### src/rtl/value_bit_width_histogram_defines.svh
// ---------------------------------------------------------------------------
// Assertion macros for the value bit width histogram
// Shared property forms; clock and reset are taken from the enclosing module.
// ---------------------------------------------------------------------------
`ifndef VALUE_BIT_WIDTH_HISTOGRAM_DEFINES_SVH
`define VALUE_BIT_WIDTH_HISTOGRAM_DEFINES_SVH

// same-cycle implication
`define VBWH_ASSERT_IMPLY(label, ante, cons, msg) \
   label: assert property (@(posedge clock) disable iff (reset) (ante) |-> (cons)) \
      else $error(msg);

// next-cycle implication
`define VBWH_ASSERT_NEXT(label, ante, cons, msg) \
   label: assert property (@(posedge clock) disable iff (reset) (ante) |=> (cons)) \
      else $error(msg);

`endif

### src/rtl/vbwh_pkg.sv
`timescale 1ns / 1ps
// ---------------------------------------------------------------------------
// vbwh_pkg
// Types, codes and sizes shared by the histogram controller and datapath.
// ---------------------------------------------------------------------------
package vbwh_pkg;

   localparam int CLASSES    = 16;
   localparam int VALUE_BITS = 32;
   localparam int BINS       = VALUE_BITS + 1;
   localparam int DEPTH      = CLASSES * BINS;
   localparam int ADDR_BITS  = $clog2(DEPTH);
   localparam int COUNT_BITS = 64;
   localparam int WIDTH_BITS = 6;

   localparam logic [1:0] ACT_WRITEBACK = 2'd0;
   localparam logic [1:0] ACT_COMPARE   = 2'd1;
   localparam logic [1:0] ACT_STORE     = 2'd2;
   localparam logic [1:0] ACT_READ      = 2'd3;

   localparam logic [1:0] CMP_SUB = 2'd0;
   localparam logic [1:0] CMP_ADD = 2'd1;
   localparam logic [1:0] CMP_AND = 2'd2;
   localparam logic [1:0] CMP_XOR = 2'd3;

   typedef struct packed {
      logic [1:0]  action;
      logic [3:0]  row;
      logic [31:0] operand_a;
      logic [31:0] operand_b;
      logic [1:0]  compare_kind;
      logic [2:0]  store_bytes;
      logic [5:0]  bin;
   } req_word_type;

   typedef struct packed {
      logic [5:0]  measured_width;
      logic [63:0] bin_count;
   } rsp_word_type;

   typedef enum logic [2:0] {
      ST_CLEAR   = 3'd0,
      ST_IDLE    = 3'd1,
      ST_COMBINE = 3'd2,
      ST_MEASURE = 3'd3,
      ST_ISSUE   = 3'd4,
      ST_UPDATE  = 3'd5
   } state_type;

   typedef struct packed {
      logic clear_en;
      logic capture;
      logic combine;
      logic measure;
      logic issue;
      logic update;
   } ctrl_cmd_type;

   typedef struct packed {
      logic clear_last;
   } dp_status_type;

endpackage

### src/rtl/vbwh_ctrl.sv
`timescale 1ns / 1ps
`include "value_bit_width_histogram_defines.svh"
// ---------------------------------------------------------------------------
// vbwh_ctrl
// Sequencer: clear pass, then one word through combine, measure, lookup, update.
// ---------------------------------------------------------------------------
module vbwh_ctrl (
   input  logic                   clock,
   input  logic                   reset,
   input  logic                   req_valid,
   output logic                   req_ready,
   output logic                   rsp_valid,
   input  logic                   rsp_ready,
   input  vbwh_pkg::dp_status_type status,
   output vbwh_pkg::ctrl_cmd_type  cmd
);
   import vbwh_pkg::*;

   state_type state_ff, state_in;
   logic      rsp_valid_ff, rsp_valid_in;
   logic      out_busy;

   // output register still holds a word nobody has taken
   assign out_busy = rsp_valid_ff && !rsp_ready;

   always_comb begin
      state_in = state_ff;
      case (state_ff)
         ST_CLEAR:   if (status.clear_last) state_in = ST_IDLE;
         ST_IDLE:    if (req_valid) state_in = ST_COMBINE;
         ST_COMBINE: state_in = ST_MEASURE;
         ST_MEASURE: state_in = ST_ISSUE;
         ST_ISSUE:   state_in = ST_UPDATE;
         ST_UPDATE:  if (!out_busy) state_in = ST_IDLE;
         default:    state_in = ST_CLEAR;
      endcase
   end

   always_comb begin
      cmd          = '0;
      req_ready    = 1'b0;
      rsp_valid_in = rsp_valid_ff && !rsp_ready;
      case (state_ff)
         ST_CLEAR: begin
            cmd.clear_en = 1'b1;
         end
         ST_IDLE: begin
            req_ready   = 1'b1;
            cmd.capture = req_valid;
         end
         ST_COMBINE: cmd.combine = 1'b1;
         ST_MEASURE: cmd.measure = 1'b1;
         ST_ISSUE:   cmd.issue   = 1'b1;
         ST_UPDATE: begin
            if (!out_busy) begin
               cmd.update   = 1'b1;
               rsp_valid_in = 1'b1;
            end
         end
         default: ;
      endcase
   end

   always_ff @(posedge clock) begin
      if (reset) begin
         state_ff     <= ST_CLEAR;
         rsp_valid_ff <= 1'b0;
      end else begin
         state_ff     <= state_in;
         rsp_valid_ff <= rsp_valid_in;
      end
   end

   assign rsp_valid = rsp_valid_ff;

   `VBWH_ASSERT_NEXT(a_accept_starts, req_valid && req_ready, state_ff == ST_COMBINE, "accept did not start a word")
   `VBWH_ASSERT_NEXT(a_update_loads, state_ff == ST_UPDATE && !out_busy, state_ff == ST_IDLE && rsp_valid_ff, "update did not present a result")

endmodule

### config.mk
export PLATFORM = sky130hd
export DESIGN_NAME = vbwh_ctrl
export DESIGN_NICKNAME = d
export VERILOG_FILES = /design/src/rtl/vbwh_pkg.sv /design/src/rtl/vbwh_ctrl.sv
export VERILOG_INCLUDE_DIRS = /design/src /design/src/rtl
export SDC_FILE = /design/constraint.sdc
export NUM_CORES = 1
export LEC_CHECK = 0
export BUFFER_PORTS_ARGS = -buffer_cell sky130_fd_sc_hd__buf_2
export CAP_MARGIN = 30
export CORE_AREA = 3 3 40 42
export DETAILED_ROUTE_END_ITERATION = 8
export DIE_AREA = 0 0 43 45
export GPL_ROUTABILITY_DRIVEN = 0
export SLEW_MARGIN = 5
export SYNTH_ARGS = -nofsm -noshare
export SYNTH_HDL_FRONTEND = slang
export SYNTH_SLANG_ARGS = --single-unit
### constraint.sdc
create_clock -name clock -period 1.85 [get_ports clock]
set_input_delay 0.185 -clock clock [delete_from_list [all_inputs] [get_ports clock]]
set_output_delay 0.185 -clock clock [all_outputs]
set_load 0.01 [all_outputs]
### Word-level counts from Yosys, hierarchy flattened

Index checks and enable logic that the tools add are counted.

* latch bits: 0
* memories: 0
* bits in read-only memories: 0
* RAM bits: 0
* register bits after elaboration: 4
* word-level logic and storage cells: 27

* reductions and logical operators: 4
* multiplexer cells: 13
* bitwise operators: 0
* magnitude comparators: 0
* $add $sub $neg: 0
* multiply operators: 0
* shifts and indexed selects: 0
* equal/unequal tests: 8
* div/mod/pow operators: 0

Operator list (count)
* one-hot mux 3 bit (6 select lines): 1
* 2-to-1 mux 1 bit: 9
* 2-to-1 mux 3 bit: 3
* == test 3 x 2 -> 1 bit, second input constant: 2
* == test 3 bit, second input constant: 2
* != test 2 bit, second input constant: 3
* == test 3 x 1 -> 1 bit, second input constant: 1
* zero test 3 bit: 1
* AND reduction 3 bit: 1
* logical AND 1 bit: 1
* zero test 1 bit: 1

### Logic depth before layout (Yosys ltp)

* depth in word-level cells: 4
* mapped depth: 3

### Worst setup path before layout

Ideal clock, no wire load.

* path type: flip-flop to output port
* from: reg state_ff[0]
* to: out cmd[4] (netlist bit)
* buffers on the path: 0
* cell stages (with the launch flop): 4
* slack: 774 ps
* arrival: 891 ps
* cells stage by stage: dfxtp_1 -> inv_1 -> nor3_2 -> and2_1

RTL lines
* from (decl): line vbwh_ctrl.sv:19 `state_type state_ff, state_in;`
* from (signal assigned): line vbwh_ctrl.sv:69 `state_ff <= state_in;`
* to (decl): line vbwh_ctrl.sv:15 `output vbwh_pkg::ctrl_cmd_type cmd`

==> run metrics <==
status=completed; gr ovfl total=0; post-route ant nets=0; chip height=45 um; Via Count=232; clk_lat worst skew=0.23 ns; Hold Violations, Final=0; Layout Cells excl Fill=59; Internal=189 uW; CTS tree=yes; CP bufs+invs=1; sequential-to-total area share from yosys stat=0.348; # Max-Cap Violations=0; setup TNS=0 ns; peak supply drop=0.216 mV; Worst EP arrival=1.18 ns; # hold bufs at CTS=0; worst min-delay path category=in -> reg; Syn Nets=34; Critical Path Fanout Max=6; DR WL/cell=8.32 um; placed insts=56; max incr delay on CP=0.41 ns; clk root buf=clkbuf_4; Total GRT Usage=0.0591; Slew headroom=0.835; Sw Share=0.251; Detailed Route WL=491 um; dominant cells by area after synthesis=dfxtp_1 (35%), a21oi_1 (8.7%), and2b_1 (6.5%), and2_1 (5.4%), and2b_4 (4.3%); Die Width=43 um; slowest stage cell, crit path=dfxtp_1; Top delay family on crit path=simple AND/OR/NAND/NOR gates; required time of the critical path=1.66 ns; Sink Count=4; Initial Util=0.179; core area=1280 um2; Syn Area/Cell=7.94 um2; post-route cell area=332 um2; Mapped Area=230 um2; Clock power frac=0.415; Slew @ Worst Pin=0.247 ns; #FFs+latches synth=4; H-Tree Depth=1; setup ws final=0.484 ns; max frequency=0.732 GHz; Boundary Pins=13; Layout area overhead=44.0%; Synth top area share=0.348; total power=253 uW; Final setup violation count=0; Port Buf Inserts=12; dpl hpwl=410 um; Final Core Density=0.258; vias in the first global route=217; Placement Cell Area=309 um2; post-CTS setup buffer count=0; clock buffer depth=2; Rows=13; # diodes=0; startpoint types=register; DRC=0; dpl ws=0.730 ns; fillers=147; initial antenna violation count=0; first-pass detailed-route iteration total=1; LEAKAGE=0.178 nW; Die Area=1940 um2; layout cells sized above 1=0.455; Post-layout nets=51; Seq pwr share=0.393; Psw=63.5 uW; worst-path cell chain=and2b_1 -> and2_2 -> buf_2; Worst setup EP type=output port; Reg clk slew, reported paths=0.04 ns; Vias/cell=3.93; Comb power frac=0.192; Inserted Clock Buffers=3; initial DRC count=0; Syn. warnings=0; Netlist cell types=16; Post-CTS Resized=0; cells after synthesis=29; largest net degree at the start of global routing=9; first-pass GRT wire length=779 um; worst hold slack=0.160 ns; leading area contributor after synthesis=dfxtp_1; fin crit share=0.738; clock skew=0.00176 ns; RSZ-0062 raised after global routing=false; Power Density=762 nW/um2; Final Max Slew Viols=0; Tmin final=1.37 ns; Crit Path Class=reg -> out
==> registers in the layout (all words and copies together) (netlist names) <==
| name | cells |
|---|---|
| state_ff | 3 |
| rsp_valid | 1 |
==> final cells by class <==
type                       instances  area, um2  share of cell area
inverter                           2       7.51              0.0226
timing repair buffer              12       60.1               0.181
clock buffer                       3       22.5              0.0679
multi-input combinational         23        143               0.430
sequential                         4       80.1               0.242
tap                               15       18.8              0.0566
==> logic make-up (layout without fill, tap and decap cells) <==
logic type | after synthesis | after routing | synth area share
buffers and inverters | 2 | 17 | 0.0326
flip-flops | 4 | 4 | 0.348
AO/OA/AOI/OAI | 7 | 7 | 0.163
AND/OR/NAND/NOR | 16 | 16 | 0.457
==> final timing paths <==
path / slack [ns] / depth (start not counted) / start / endpoint
max: 0.48 / 3 / state_ff[2] / cmd[3]
min: 0.16 / 2 / reset / state_ff[0]
max reg2reg: 0.88 / 3 / state_ff[1] / state_ff[1]
min reg2reg: 0.54 / 1 / state_ff[2] / state_ff[1]
==> cell usage after synthesis (all sizes together) <==
cell type  instances
o21ai              2
and2               3
and3b              1
a21oi              4
nor2b              2
and2b              3
nor2               2
dfxtp              4
nor3               3
inv                2
o21bai             1
nand2              2
==> routing by layer <==
layer | part of all wire | up-vias | global-route usage
li1 | - | 128 | -
met1 | 0.38 | 100 | 0.0481
met2 | 0.55 | 4 | 0.0988
met3 | 0.069 | 0 | 0.0239
met4 | 0 | 0 | 0.0723
met5 | 0 | - | 0
==> power groups by stage <==
| stage | clock network [mW] | registers, mW | logic (mW) |
|---|---|---|---|
| CTS | 0.112 | 0.0993 | 0.0496 |
| finish | 0.105 | 0.0993 | 0.0485 |
| detailed placement | 0 | 0.101 | 0.0494 |
| floorplan | 0 | 0.0990 | 0.0313 |
| global route | 0.118 | 0.100 | 0.0559 |
| global placement | 0 | 0.101 | 0.0494 |
==> placed cells by master, fill, tap and decap left out <==
cell type / n
and2b_4: 1
dfxtp_1: 4
nand2_1: 2
nor3_1: 2
nor2_1: 2
nor3_2: 1
and2_2: 1
nor2b_2: 1
inv_1: 2
o21bai_1: 1
a21oi_1: 4
clkbuf_4: 3
and2b_1: 2
nor2b_1: 1
and2_1: 2
o21ai_1: 2
buf_2: 12
and3b_2: 1
(Power assumes the default switching activity.)
